File: src/svm_pkg.sv
`timescale 1ns / 1ps
// ============================================================================
// svm_pkg: shared types and constants of the stack machine
// Opcodes, status codes, request kinds, register indexes and memory geometry.
// ============================================================================
package svm_pkg;

    // Memory geometry
    localparam int MEM_WORDS = 16384;
    localparam int IDX_W     = $clog2(MEM_WORDS);

    // Request kinds
    localparam logic [1:0] KIND_WRITE = 2'd0;
    localparam logic [1:0] KIND_READ  = 2'd1;
    localparam logic [1:0] KIND_START = 2'd2;
    localparam logic [1:0] KIND_EXEC  = 2'd3;

    // Status codes
    localparam logic [2:0] ST_OK     = 3'd0;
    localparam logic [2:0] ST_EXIT   = 3'd1;
    localparam logic [2:0] ST_BADOP  = 3'd2;
    localparam logic [2:0] ST_SYSC   = 3'd3;
    localparam logic [2:0] ST_DIVZ   = 3'd4;

    // Configuration register indexes
    localparam logic REG_START = 1'b0;
    localparam logic REG_STACK = 1'b1;

    // Opcodes
    localparam logic [5:0] OP_LEA  = 6'd0;
    localparam logic [5:0] OP_IMM  = 6'd1;
    localparam logic [5:0] OP_JMP  = 6'd2;
    localparam logic [5:0] OP_CALL = 6'd3;
    localparam logic [5:0] OP_JZ   = 6'd4;
    localparam logic [5:0] OP_JNZ  = 6'd5;
    localparam logic [5:0] OP_ENT  = 6'd6;
    localparam logic [5:0] OP_ADJ  = 6'd7;
    localparam logic [5:0] OP_LEV  = 6'd8;
    localparam logic [5:0] OP_LI   = 6'd9;
    localparam logic [5:0] OP_LC   = 6'd10;
    localparam logic [5:0] OP_SI   = 6'd11;
    localparam logic [5:0] OP_SC   = 6'd12;
    localparam logic [5:0] OP_PUSH = 6'd13;
    localparam logic [5:0] OP_OR   = 6'd14;
    localparam logic [5:0] OP_XOR  = 6'd15;
    localparam logic [5:0] OP_AND  = 6'd16;
    localparam logic [5:0] OP_EQ   = 6'd17;
    localparam logic [5:0] OP_NE   = 6'd18;
    localparam logic [5:0] OP_LT   = 6'd19;
    localparam logic [5:0] OP_GT   = 6'd20;
    localparam logic [5:0] OP_LE   = 6'd21;
    localparam logic [5:0] OP_GE   = 6'd22;
    localparam logic [5:0] OP_SHL  = 6'd23;
    localparam logic [5:0] OP_SHR  = 6'd24;
    localparam logic [5:0] OP_ADD  = 6'd25;
    localparam logic [5:0] OP_SUB  = 6'd26;
    localparam logic [5:0] OP_MUL  = 6'd27;
    localparam logic [5:0] OP_DIV  = 6'd28;
    localparam logic [5:0] OP_MOD  = 6'd29;
    localparam logic [5:0] OP_OPEN = 6'd30;
    localparam logic [5:0] OP_READ = 6'd31;
    localparam logic [5:0] OP_CLOS = 6'd32;
    localparam logic [5:0] OP_PRTF = 6'd33;
    localparam logic [5:0] OP_MALC = 6'd34;
    localparam logic [5:0] OP_MSET = 6'd35;
    localparam logic [5:0] OP_MCMP = 6'd36;
    localparam logic [5:0] OP_EXIT = 6'd37;
    localparam logic [5:0] OP_BAD  = 6'd63;

    // Word index of a byte address
    function automatic logic [IDX_W-1:0] mem_idx(input logic [31:0] addr);
        mem_idx = addr[IDX_W+1:2];
    endfunction

    // Sign-extend the low byte
    function automatic logic [31:0] sext8(input logic [7:0] b);
        sext8 = {{24{b[7]}}, b};
    endfunction

endpackage

File: src/svm_alu.sv
`timescale 1ns / 1ps
// ============================================================================
// svm_alu: shared arithmetic, logic, compare and shift unit
// Computes a op b for the two-operand opcodes other than divide and modulo.
// ============================================================================
module svm_alu import svm_pkg::*; (
    input  logic [5:0]  i_op,
    input  logic [31:0] i_a,
    input  logic [31:0] i_b,
    output logic [31:0] o_y
);

    logic big_shift;
    logic lt;

    assign big_shift = |i_b[31:5];
    assign lt        = $signed(i_a) < $signed(i_b);

    // Select the operation
    always_comb begin
        case (i_op)
            OP_OR:  o_y = i_a | i_b;
            OP_XOR: o_y = i_a ^ i_b;
            OP_AND: o_y = i_a & i_b;
            OP_EQ:  o_y = {31'd0, i_a == i_b};
            OP_NE:  o_y = {31'd0, i_a != i_b};
            OP_LT:  o_y = {31'd0, lt};
            OP_GT:  o_y = {31'd0, !lt && (i_a != i_b)};
            OP_LE:  o_y = {31'd0, lt || (i_a == i_b)};
            OP_GE:  o_y = {31'd0, !lt};
            OP_SHL: o_y = big_shift ? 32'd0 : (i_a << i_b[4:0]);
            OP_SHR: o_y = big_shift ? {32{i_a[31]}}
                                    : 32'($signed(i_a) >>> i_b[4:0]);
            OP_ADD: o_y = i_a + i_b;
            OP_SUB: o_y = i_a - i_b;
            OP_MUL: o_y = 32'(i_a * i_b);
            default: o_y = 32'd0;
        endcase
    end

endmodule

File: config.mk
export PLATFORM = sky130hd
export DESIGN_NAME = svm_alu
export DESIGN_NICKNAME = d
export VERILOG_FILES = /design/src/svm_pkg.sv /design/src/svm_alu.sv
export SDC_FILE = /design/constraint.sdc
export NUM_CORES = 2
export LEC_CHECK = 0
export ABC_CLOCK_PERIOD_IN_PS = 11350
export BUFFER_PORTS_ARGS = -buffer_cell sky130_fd_sc_hd__buf_2
export CAP_MARGIN = 20
export CORE_MARGIN = 2
export CORE_UTILIZATION = 50
export DETAILED_ROUTE_END_ITERATION = 8
export GPL_TIMING_DRIVEN = 0
export PLACE_DENSITY = 0.77
export SLEW_MARGIN = 30
export SYNTH_ARGS = -nofsm -noshare
export SYNTH_HDL_FRONTEND = slang
export SYNTH_SLANG_ARGS = --single-unit
File: constraint.sdc
create_clock -name vclk -period 11.35
set_input_delay 1.135 -clock vclk [all_inputs]
set_output_delay 1.135 -clock vclk [all_outputs]
set_load 0.05 [all_outputs]
Yosys cells after proc, flatten, opt, wreduce, memory -nomap -nowiden
Index checks and enable logic that the tools add are counted.
Widths: inputs -> output; s select.
{ "word_totals": {"register_bits": 0, "out_inout_bits": 32} }
{ "op_classes": {"n_reduce_logical": 4, "mul": 1, "shifts": 2, "n_eq_ne": 16, "bitwise": 3, "order_cmp": 1, "mux": 3, "n_addsub": 2} }
{ "op_table": {"columns": ["op", "n"], "rows": [
  ["$pmux 32 s14", 1],
  ["$eq 6x5->1 const B", 12],
  ["$mux 32", 2],
  ["$add 32x32->32", 1],
  ["$and 32x32->32", 1],
  ["$eq 32x32->1", 1],
  ["$lt 32x32->1", 1],
  ["$mul 32x32->32", 1],
  ["$ne 32x32->1", 1],
  ["$or 32x32->32", 1],
  ["$shl 32x5->32", 1],
  ["$sshr 32x5->32", 1],
  ["$sub 32x32->32", 1],
  ["$xor 32x32->32", 1],
  ["$reduce_or 27->1", 1],
  ["$eq 6x4->1 const B", 2],
  ["$logic_and 1x1->1", 1],
  ["$logic_not 1->1", 1],
  ["$logic_or 1x1->1", 1]
]} }

Depth between registers and ports, before layout
{ "depth": {"ltp_word": 4, "mapped_depth": 31, "ltp_nobuf": 27} }

Worst setup path before layout
Ideal clock, no wire load.
{ "synth_path": {"path_type": "input to output", "start": "input port i_b[2]", "end": "output port o_y[27]", "slack_ns": 1.180, "n_path_buf": 6, "stages": 30, "t_arrival_ns": 9.035, "required_time_ns": 10.215, "cell_sequence": "clkbuf_1 inv_1 buf_2 buf_1 clkbuf_1 buf_1 nor2_1 fa_1 inv_1 fa_1 fa_1 fa_1 inv_1 fa_1 inv_1 fa_1 inv_1 fa_1 fa_1 ha_1 clkbuf_1 nand3_1 nor2_1 o21ai_0 a21oi_1 o21ai_0 nand2b_1 a21oi_1 xor2_1 o211ai_1"} }
{ "synth_via": {"elab_chain_len": 3, "elab_cells_between_ends": 8, "cone_classes": "add/sub (2); mul (1); shift (2); mux (3)"} }
{ "synth_lines": {"columns": ["item", "line_no", "text"], "rows": [
  ["start, declared", "svm_alu.sv:9", "input logic [31:0] i_b,"],
  ["parallel branches: the longest is 2 deep, another holds $mul 32x32->32", null, null],
  ["$pmux 32 s14 (*)", "svm_alu.sv:21", "case (i_op)"],
  ["end, declared", "svm_alu.sv:10", "output logic [31:0] o_y"]
]} }
Every way passes the cells marked *.

Worst setup path in the final report
{ "layout_path": {"start": "input port i_b[10]", "end": "output port o_y[31]"} }
{ "layout_via": {"elab_chain_len": 3, "elab_cells_between_ends": 7, "cone_classes": "add/sub (2); mul (1); mux (3); reduce/logical (1)"} }
{ "layout_lines": {"columns": ["item", "line_no"], "rows": [
  ["parallel branches: the longest is 2 deep, another holds $mul 32x32->32", null],
  ["$pmux 32 s14 (*)", "svm_alu.sv:21"]
]} }
Marked as above.

==> metrics.txt <==
outcome=finished, violations left; violated checks=negative setup slack; Starting Density=0.506; floorplan die width=221 um; worst min-delay path startpoint=i_op[3]; class of the tightest hold or removal check=in2out; element type at the critical path end=primary output; Global Route Usage Sum=0.503; Worst Path Required=10,220 ps; placed wire-length estimate=~100 mm; Setup Viol. Count Final=1; First-pass DRT Iterations=6; routed length per instance=32.8 um; Avg Inst Size Synth=between 7 and 8 um2; count of endpoints failing hold in the final timing report=0; sum of negative setup slack=-38.8 ps; number of nets still failing antenna checks after routing=0; initial DRC count=between 3,000 and 4,000; Netlist Area Pre-Place=roughly 24,000 um2; critical setup path kind=in2out; I/O pin cnt=102; area of the die=48,800 um2; post-route fraction of the period consumed by the critical path=1.00; port bufs=100; setup slack after layout=-38.8 ps; unrepaired setup endpoints after global routing=no; count of mapped cells out of synthesis=roughly 3,000; area grow syn2layout=5.53%; count of clock-net buffers in the final layout=0; overall routed net length=between 100 and 150 mm; via count of the first global-routing pass=24,300; initial antenna violation count=4; final instance area=24,800 um2; YS warnings=0; largest fanout on the critical path=9; post-place instance area=24,800 um2; relative slew slack=0.239; unique cell type count in the Yosys netlist=83; Min Clock Period, post-route=~11,000 ps; slew at the pin with the worst max-slew slack=approximately 1100 ps; highest achievable clock rate=between 80 and 90 MHz; routed vias/inst=6.67; # Max-Cap Violations=0; detailed-route via count=between 20,000 and 25,000; first-pass GRT wire length=around 170 mm; fraction of layout cells with a size suffix above 1=0.0753; Final GP Congestion=1.10; fraction of the yosys area taken by sequential cells=0; flip-flop and latch count=0; floorplan die height=221 um; pre-CTS setup slack=-1090 ps; number of buffers added for setup after CTS=0; max-slew violation count=0; Total Nets Final=3,809; Synth Net Count=3,722; num rows=79; startpoint type of the worst setup path=primary input; hold path endpoint=o_y[0]; area used by sequential logic in the layout=0 um2; remaining global-route overflow=0; cell count of the worst hold path=4; maximum number of pins on one net before global-route repair=29; core box area=46,500 um2; data arrival time at the worst-slack endpoint=about 10,000 ps; residual DRC count=0
[synth_stat cells (13+ instances only)]
library cell,instances,area (um2)
a221o_1,16,160
mux2i_1,60,601
xnor2_1,65,569
clkinv_1,14,52.6
a221oi_1,18,158
o211ai_1,15,113
nor2b_1,13,81.3
nor2_1,457,1720
nand4_1,13,81.3
nand2b_1,22,138
ha_1,220,2750
nor3_1,37,185
a21o_1,31,233
a21oi_1,146,731
nand3_1,27,135
mux4_2,34,766
inv_1,464,1740
buf_2,25,125
fa_1,410,8210
o21bai_1,18,135
clkbuf_1,132,495
nand2_1,329,1230
a211oi_1,24,180
o31ai_1,13,97.6
a222oi_1,14,140
o22ai_1,28,175
nor4_1,13,81.3
o21ai_0,146,731
xor2_1,24,210
buf_1,26,97.6
[how the worst max path moves through the flow]
| stage | from | end |
|---|---|---|
| 2_1_floorplan | i_b[2] | o_y[27] |
| 3_3_place_gp | i_b[2] | o_y[31] |
| 3_5_place_dp | i_b[2] | o_y[23] |
| 4_1_cts | i_b[1] | o_y[31] |
| 5_1_grt | i_b[1] | o_y[31] |
| 6_report | i_b[10] | o_y[31] |
[area by class of cell]
cell class	count	area [um2]
Antenna cell	3	7.51
Fill cell	4573	21700
Buffer	172	724
Inverter	484	1830
Timing Repair Buffer	101	512
Multi-Input combinational cell	2350	21000
Tap cell	607	759
[critical path, stage by stage]
cell and delay (ps):
buf_2 130, clkbuf_1 860, clkinvlp_4 910, nor2_1 300
fa_1 490, fa_1 560, inv_1 70, fa_1 470
fa_1 550, inv_1 60, fa_1 550, fa_1 430
fa_1 540, fa_1 440, ha_1 350, a21oi_1 180
nand2b_1 170, nor2b_1 290, nand3b_1 110, o21ai_0 420
o21ai_0 210, xnor2_1 500, a22o_1 260, buf_2 270
[metal layers]
layer	routed length, um	GRT usage	vias up
li1	-	-	9998
met1	44500	0.644	12200
met2	48800	0.698	2127
met3	18500	0.203	511
met4	9960	0.324	2
met5	19	0	-
[what timing repair did]
action | 4_1_cts | 5_1_grt
endpoints found under the hold margin | 0 | 0
setup endpoints to repair | 16 | 10
resized for setup | 8 | 12
pin swaps | 0 | 0
hold buffers | 0 | 0
[logic make-up (layout without fill, tap and decap cells)]
family	after synthesis	after routing	synth area share
and+or+nand+nor	968	968	0.173
adders and majority gates	630	630	0.466
muxes	97	97	0.0596
AOI/OAI and AO/OA	566	566	0.159
buffers and inverters	672	757	0.109
xor gates and xnor gates	89	89	0.0332
other	0	3	0
[placed cells by master (no fill, tap or decap), drive strengths merged, types with 7 or more instances in the layout]
cell type	netlist	routed
a221oi	20	20
inv	470	470
a22oi	9	9
xnor2	65	65
or2	9	9
mux4	34	34
ha	220	220
clkbuf	134	125
o21a	9	9
o221ai	8	8
nor2b	13	13
a211o	10	10
a31oi	11	11
clkinv	14	12
nand2b	22	22
mux2i	60	60
xor2	24	24
o211ai	15	15
a211oi	26	26
or3	7	7
nor4	13	13
o21bai	18	18
nand4	13	13
nand2	329	329
a221o	16	16
nand3	27	27
and3	8	8
buf	54	148
a21oi	146	146
a222oi	14	14
and2	7	7
o22ai	28	28
nor3	38	38
nor3b	7	7
nor2	458	458
o21ai	151	151
a21o	31	31
fa	410	410
o31ai	14	14
[through the flow]
step | instances | utilization | hold slack [ps]
after floorplan | 3022 | - | 2770
after global placement | 3729 | 0.533 | 2820
after detailed placement | 3730 | 0.534 | 2820
after CTS | 3723 | 0.533 | 2820
after global routing | 3714 | 0.534 | 2880
final | 3717 | 0.534 | 2830
