[config.mk]
export PLATFORM = sky130hd
export DESIGN_NAME = svm_div
export DESIGN_NICKNAME = d
export VERILOG_FILES = /design/src/svm_pkg.sv /design/src/svm_div.sv
export SDC_FILE = /design/constraint.sdc
export NUM_CORES = 1
export LEC_CHECK = 0
export BUFFER_PORTS_ARGS = -buffer_cell sky130_fd_sc_hd__buf_2
export CAP_MARGIN = 10
export CORE_MARGIN = 3
export CORE_UTILIZATION = 35
export CTS_CLUSTER_DIAMETER = 30
export DETAILED_ROUTE_END_ITERATION = 7
export HOLD_SLACK_MARGIN = 0.05
export PLACE_DENSITY_LB_ADDON = 0.15
export SLEW_MARGIN = 20
export SYNTH_ARGS = -nofsm -noshare
export SYNTH_HDL_FRONTEND = slang
export SYNTH_SLANG_ARGS = --single-unit
[constraint.sdc]
create_clock -name i_clk -period 4.85 [get_ports i_clk]
set_clock_uncertainty 0.05 [all_clocks]
set_input_delay 0.7275 -clock i_clk [delete_from_list [all_inputs] [get_ports i_clk]]
set_output_delay 0.7275 -clock i_clk [all_outputs]
set_load 0.005 [all_outputs]
[src/svm_pkg.sv]
`timescale 1ns / 1ps
// ============================================================================
// svm_pkg: shared types and constants of the stack machine
// Opcodes, status codes, request kinds, register indexes and memory geometry.
// ============================================================================
package svm_pkg;

    // Memory geometry
    localparam int MEM_WORDS = 16384;
    localparam int IDX_W     = $clog2(MEM_WORDS);

    // Request kinds
    localparam logic [1:0] KIND_WRITE = 2'd0;
    localparam logic [1:0] KIND_READ  = 2'd1;
    localparam logic [1:0] KIND_START = 2'd2;
    localparam logic [1:0] KIND_EXEC  = 2'd3;

    // Status codes
    localparam logic [2:0] ST_OK     = 3'd0;
    localparam logic [2:0] ST_EXIT   = 3'd1;
    localparam logic [2:0] ST_BADOP  = 3'd2;
    localparam logic [2:0] ST_SYSC   = 3'd3;
    localparam logic [2:0] ST_DIVZ   = 3'd4;

    // Configuration register indexes
    localparam logic REG_START = 1'b0;
    localparam logic REG_STACK = 1'b1;

    // Opcodes
    localparam logic [5:0] OP_LEA  = 6'd0;
    localparam logic [5:0] OP_IMM  = 6'd1;
    localparam logic [5:0] OP_JMP  = 6'd2;
    localparam logic [5:0] OP_CALL = 6'd3;
    localparam logic [5:0] OP_JZ   = 6'd4;
    localparam logic [5:0] OP_JNZ  = 6'd5;
    localparam logic [5:0] OP_ENT  = 6'd6;
    localparam logic [5:0] OP_ADJ  = 6'd7;
    localparam logic [5:0] OP_LEV  = 6'd8;
    localparam logic [5:0] OP_LI   = 6'd9;
    localparam logic [5:0] OP_LC   = 6'd10;
    localparam logic [5:0] OP_SI   = 6'd11;
    localparam logic [5:0] OP_SC   = 6'd12;
    localparam logic [5:0] OP_PUSH = 6'd13;
    localparam logic [5:0] OP_OR   = 6'd14;
    localparam logic [5:0] OP_XOR  = 6'd15;
    localparam logic [5:0] OP_AND  = 6'd16;
    localparam logic [5:0] OP_EQ   = 6'd17;
    localparam logic [5:0] OP_NE   = 6'd18;
    localparam logic [5:0] OP_LT   = 6'd19;
    localparam logic [5:0] OP_GT   = 6'd20;
    localparam logic [5:0] OP_LE   = 6'd21;
    localparam logic [5:0] OP_GE   = 6'd22;
    localparam logic [5:0] OP_SHL  = 6'd23;
    localparam logic [5:0] OP_SHR  = 6'd24;
    localparam logic [5:0] OP_ADD  = 6'd25;
    localparam logic [5:0] OP_SUB  = 6'd26;
    localparam logic [5:0] OP_MUL  = 6'd27;
    localparam logic [5:0] OP_DIV  = 6'd28;
    localparam logic [5:0] OP_MOD  = 6'd29;
    localparam logic [5:0] OP_OPEN = 6'd30;
    localparam logic [5:0] OP_READ = 6'd31;
    localparam logic [5:0] OP_CLOS = 6'd32;
    localparam logic [5:0] OP_PRTF = 6'd33;
    localparam logic [5:0] OP_MALC = 6'd34;
    localparam logic [5:0] OP_MSET = 6'd35;
    localparam logic [5:0] OP_MCMP = 6'd36;
    localparam logic [5:0] OP_EXIT = 6'd37;
    localparam logic [5:0] OP_BAD  = 6'd63;

    // Word index of a byte address
    function automatic logic [IDX_W-1:0] mem_idx(input logic [31:0] addr);
        mem_idx = addr[IDX_W+1:2];
    endfunction

    // Sign-extend the low byte
    function automatic logic [31:0] sext8(input logic [7:0] b);
        sext8 = {{24{b[7]}}, b};
    endfunction

endpackage

[src/svm_div.sv]
`timescale 1ns / 1ps
// ============================================================================
// svm_div: iterative signed divider
// Restoring division, one quotient bit per cycle; gives quotient or remainder.
// ============================================================================
module svm_div import svm_pkg::*; (
    input  logic        i_clk,
    input  logic        i_rst_n,
    input  logic        i_start,
    input  logic        i_mod,
    input  logic [31:0] i_a,
    input  logic [31:0] i_b,
    output logic        o_done,
    output logic [31:0] o_y
);

    logic        r_busy;
    logic [5:0]  r_cnt;
    logic [31:0] r_rem;
    logic [31:0] r_quo;
    logic [31:0] r_div;
    logic        r_neg_q;
    logic        r_neg_r;
    logic        r_mod;
    logic [32:0] rem_sh;
    logic [32:0] diff;

    assign rem_sh = {r_rem, r_quo[31]};
    assign diff   = rem_sh - {1'b0, r_div};

    // Control
    always_ff @(posedge i_clk) begin
        if (!i_rst_n) begin
            r_busy <= 1'b0;
            r_cnt  <= 6'd0;
            o_done <= 1'b0;
        end else begin
            o_done <= 1'b0;
            if (i_start) begin
                r_busy <= 1'b1;
                r_cnt  <= 6'd0;
            end else if (r_busy) begin
                r_cnt <= r_cnt + 6'd1;
                if (r_cnt == 6'd31) begin
                    r_busy <= 1'b0;
                    o_done <= 1'b1;
                end
            end
        end
    end

    // Datapath: load magnitudes, then shift in one bit a cycle
    always_ff @(posedge i_clk) begin
        if (i_start) begin
            r_rem   <= 32'd0;
            r_quo   <= i_a[31] ? (32'd0 - i_a) : i_a;
            r_div   <= i_b[31] ? (32'd0 - i_b) : i_b;
            r_neg_q <= i_a[31] ^ i_b[31];
            r_neg_r <= i_a[31];
            r_mod   <= i_mod;
        end else if (r_busy) begin
            if (!diff[32]) begin
                r_rem <= diff[31:0];
                r_quo <= {r_quo[30:0], 1'b1};
            end else begin
                r_rem <= rem_sh[31:0];
                r_quo <= {r_quo[30:0], 1'b0};
            end
        end
    end

    // Apply signs
    assign o_y = r_mod ? (r_neg_r ? (32'd0 - r_rem) : r_rem)
                       : (r_neg_q ? (32'd0 - r_quo) : r_quo);

endmodule

# == Yosys cells after proc, flatten, opt, wreduce, memory -nomap -nowiden ==
# Cells that the tools add are included.
# W data, S select, Z words.
# word_totals
reg_bits,107
in_bits,68
output_inout_bits,33
word_cells,36
# op_classes
addsub,6
n_eq_ne,1
muxes,13
bitwise,3
reduce_logical,3
# op_table
cell,n
$mux W32,7
$sub A1 B32 Y32 const A,4
$sub A33 B32 Y33,1
$mux W31,1
$add A6 B1 Y6 const B,1
$eq A6 B5 Y1 const B,1
$mux W1,5
$reduce_or A3 Y1,1
$not A1 Y1,2
$reduce_bool A2 Y1,1
$reduce_or A2 Y1,1
$xor A1 B1 Y1,1

# == Depth between registers and ports, before layout ==
# logic_depth
ltp_word,4
ltp_mapped,13
ltp_nobuf,11

# == Worst setup path after synthesis ==
# No wires, ideal clock.
# synth_timing
path_kind,register to output
startpoint,register r_quo[9]
endpoint,output o_y[29]
arrival_ns,3.023
t_required_ns,4.073
path_slack_ns,1.050
stages_incl_launch_ff,9
n_path_buf,0
path_cell_list,edfxtp_1 -> or4_4 -> or3_4 -> or4_4 -> or3_4 -> or4_4 -> o41ai_4 -> xor2_1 -> o21ai_1
# synth_between
elab_chain_cells,3
# synth_rtl
element,line_no,text
from (decl),svm_div.sv:20,logic [31:0] r_quo;
from (signal assigned),svm_div.sv:56,r_quo <= i_a[31] ? (32'd0 - i_a) : i_a;
from (signal assigned),svm_div.sv:64,"r_quo <= {r_quo[30:0], 1'b1};"
from (signal assigned),svm_div.sv:67,"r_quo <= {r_quo[30:0], 1'b0};"
$sub A1 B32 Y32,svm_div.sv:74,: (r_neg_q ? (32'd0 - r_quo) : r_quo);
$mux W32,svm_div.sv:74,
$mux W32,svm_div.sv:73,assign o_y = r_mod ? (r_neg_r ? (32'd0 - r_rem) : r_rem)
to (decl),svm_div.sv:14,output logic [31:0] o_y
# Every way passes these cells.

# == Worst setup path in the final report ==
# layout_timing
startpoint,register r_quo[9]
endpoint,output o_y[31]
# The elaborated chain is that of the path after synthesis.

==> results_dict.tcl <==
set metrics [dict create \
    status "finished, final reports clean" \
    power.total_mw 2.908 \
    r2r-start "r_div[0]" \
    clkTransAtPathRegs_ns 0.08 \
    place_hpwl_microns 17730 \
    htree_levels 3 \
    core-area_sq_um 24530 \
    yosys_register_bits 107 \
    drtIter0Drc 525 \
    crit_arrival_ns 3.79 \
    nNetsFinal 1260 \
    synth_warnings 0 \
    start_util 0.3593 \
    path_buf_inv 1 \
    cpPeakStageDelay_ns 0.56 \
    synth_edf_count 67 \
    crit_cells 9 \
    place.port_buffers 100 \
    p_per_area_nw_per_um2 294.2 \
    cp_top_family "simple AND/OR/NAND/NOR gates" \
    seqPwrFrac 0.407 \
    antenna_found_initial 0 \
    min_period_over_period 0.9408 \
    globalplace.congestion 0.8780 \
    via_per_inst 5.301 \
    final_cells 1483 \
    die_y_microns 164.7 \
    grt_pass1_vias 7223 \
    tns_ns 0 \
    max_freq_mhz 219.2 \
    cts_sinks 107 \
    grt_pass1_wl_microns 37640 \
    cts_tree "yes" \
    final_common_cell "nand2_1" \
    slowest_stage "or4_4" \
    pwr-share-comb 0.337 \
    n_antenna_cell 0 \
    root_buffer "clkbuf_16" \
    slew-limit-headroom 0.3212 \
    pin_count 101 \
    worstPathRequired_ns 4.07 \
    cts_buffers 9 \
    critPathKind "register to output port" \
    async_reset_ff_frac 0 \
    synth_area_sq_um 8815 \
    ff2ff_path_depth 11 \
    holdBufCountCts 0 \
    start_kind "register" \
    drv_cap 0 \
    grt_usage 0.1707 \
    clk_latency_ns 0.37 \
    net-switching-power_mw 1.041 \
    syn_to_final_growth_pct 12.16 \
    finalCriticalPeriod_ns 4.563 \
    route.detailed.drc 0 \
    hold_violations 0 \
    ys_seq_area_frac 0.3191 \
    syn_inst 1090 \
    grt-ovfl-total 0 \
    avgSynthCellArea_sq_um 8.087 \
    finalSetupViolCount 0 \
    die_w_microns 164.7 \
    dr.pass1.iters 5 \
    worstPathMaxFanout 4 \
    post_cts_buffers 0 \
    min_from "r_cnt[5]" \
    p_clk_frac 0.256 \
    hold_path_end "o_done" \
    die-area_sq_um 27120 \
    r2r-end "r_rem[3]" \
    detail_route.wl_per_cell_microns 15.61 \
    rsz0062_at_grt "false" \
    cts_resized 0 \
    ant_nets 0 \
    whs_ns 0.4294 \
    ys.flop_type "edfxtp_1" \
    grt_max_degree 60 \
    yosysUniqueCellTypes 61 \
    endpoint_kind "output port" \
    min_path_cells 1 \
    min_path_type "register to register" \
    r2r_setup_slack_ns 1.08 \
    layout_common_cells "nand2_1 (146), nor2_1 (103), buf_2 (99)" \
    rows 57 \
    swShare 0.3580 \
    dp.cells 1467 \
    worst_pin_slew_ns 1.018 \
    slew_viol_final 0 \
    leakage_nw 3.839 \
    internal_power_mw 1.867 \
    vdd_ir_drop_max_mv 0.1525 \
    worstPathCellList "or4_4 > or3_4 > or4_4 > or3_4 > o31ai_1 > nand2_1 > xnor2_1 > o21ai_0 > buf_2" \
    num_vias 7862 \
    synth_nets 1196 \
    drt_wl_total_microns 23150 \
    clk_path_buf_depth 2 \
    drive_above_1_share 0.1277 \
]
==> registers in the layout, indices dropped and copies added (netlist names) <==
register	count
o_done	1
r_busy	1
r_cnt	6
r_div	32
r_mod	1
r_neg_q	1
r_neg_r	1
r_quo	32
r_rem	32
==> worst reg2reg max path: stages (launching register included) <==
cell and delay (ns):
edfxtp_1 0.43, ha_1 0.23, fa_1 0.39, nand2b_1 0.20, a21oi_1 0.24, o21ai_0 0.23, a31oi_1 0.40, a31oi_1 0.34
xor2_2 0.23, buf_4 0.27, or3_1 0.41, a311oi_1 0.26
==> cell usage after synthesis, drive strengths merged, types with 2 or more instances <==
library cell	n	area, sq um
o21ai	97	485.5
o31ai	31	232.7
nand2	146	548.0
xor2	76	665.6
a221oi	2	17.52
a31o	3	26.28
nand3	9	45.04
inv	50	187.7
xnor2	73	639.4
or4	19	161.4
o21bai	4	30.03
mux2i	5	50.05
a21oi	74	370.4
dfxtp	40	800.8
and2	4	25.02
nor2b	6	37.54
o21a	5	37.54
nor3	14	70.07
nor4	4	25.02
buf	6	25.02
clkbuf	51	191.4
a311oi	25	219.0
edfxtp	67	2012
nor3b	4	30.03
a32oi	2	17.52
o2111ai	3	26.28
ha	37	462.9
nand4b	7	61.31
a21o	7	52.55
nor4b	2	17.52
nor2	103	386.6
or2	9	56.30
or3	25	166.4
o211ai	4	30.03
nand3b	6	45.04
nand4	11	68.82
a2111oi	2	17.52
nand2b	8	50.05
a211oi	4	30.03
a31oi	8	50.05
o41ai	18	176.4
and3	5	31.28
==> metrics by stage <==
step | worst slack [ns] | area (sq um) | utilization
finish | 0.2871 | 9887 | 0.4030
global route | 0.1252 | 9887 | 0.4030
CTS | 0.2683 | 9887 | 0.4030
detailed placement | 0.6773 | 9598 | 0.3912
global placement | 0.7032 | 9598 | 0.3912
floorplan | 1.050 | 8815 | -
==> power groups by stage <==
stage	Combinational, mW	Sequential, mW	Clock, mW
2_1_floorplan	0.711	1.15	0
3_3_place_gp	0.979	1.20	0
3_5_place_dp	0.976	1.20	0
4_1_cts	0.984	1.18	0.769
5_1_grt	1.11	1.20	0.808
6_report	0.980	1.18	0.745
==> layout make-up <==
| class | count | area (sq um) |
|---|---|---|
| clock buffers | 12 | 257.7 |
| clock inverters | 4 | 31.28 |
| fillers | 2544 | 14650 |
| inverters | 50 | 187.7 |
| multi-input cells | 876 | 5613 |
| flip-flops and latches | 107 | 2814 |
| well taps | 324 | 405.4 |
| repair buffers | 110 | 578.1 |
==> worst max path at each step <==
| stage | startpoint | end | slack (ns) |
|---|---|---|---|
| after floorplan | r_quo[9] | o_y[29] | 1.05 |
| after global placement | r_quo[9] | o_y[31] | 0.70 |
| after detailed placement | r_quo[9] | o_y[31] | 0.68 |
| after CTS | r_quo[9] | o_y[31] | 0.27 |
| after global routing | r_quo[8] | o_y[31] | 0.13 |
| final | r_quo[9] | o_y[31] | 0.29 |
==> per-layer routing <==
layer  GRT usage  share of wire  up-vias
li1            -              -     4089
met1      0.2642           0.53     3578
met2      0.2530           0.41      179
met3     0.01680          0.048       16
met4     0.04232          0.011        0
met5           0              0        -
==> kinds of logic after synthesis <==
group,count (synthesis),synth area share
mux,5,0.005678
compound gates,300,0.2173
buf+inv,107,0.04585
simple gates,384,0.2092
flops,107,0.3191
xor+xnor,149,0.1480
fa+ha+maj,38,0.05479
Note: power is estimated with default switching activity, not from simulation.
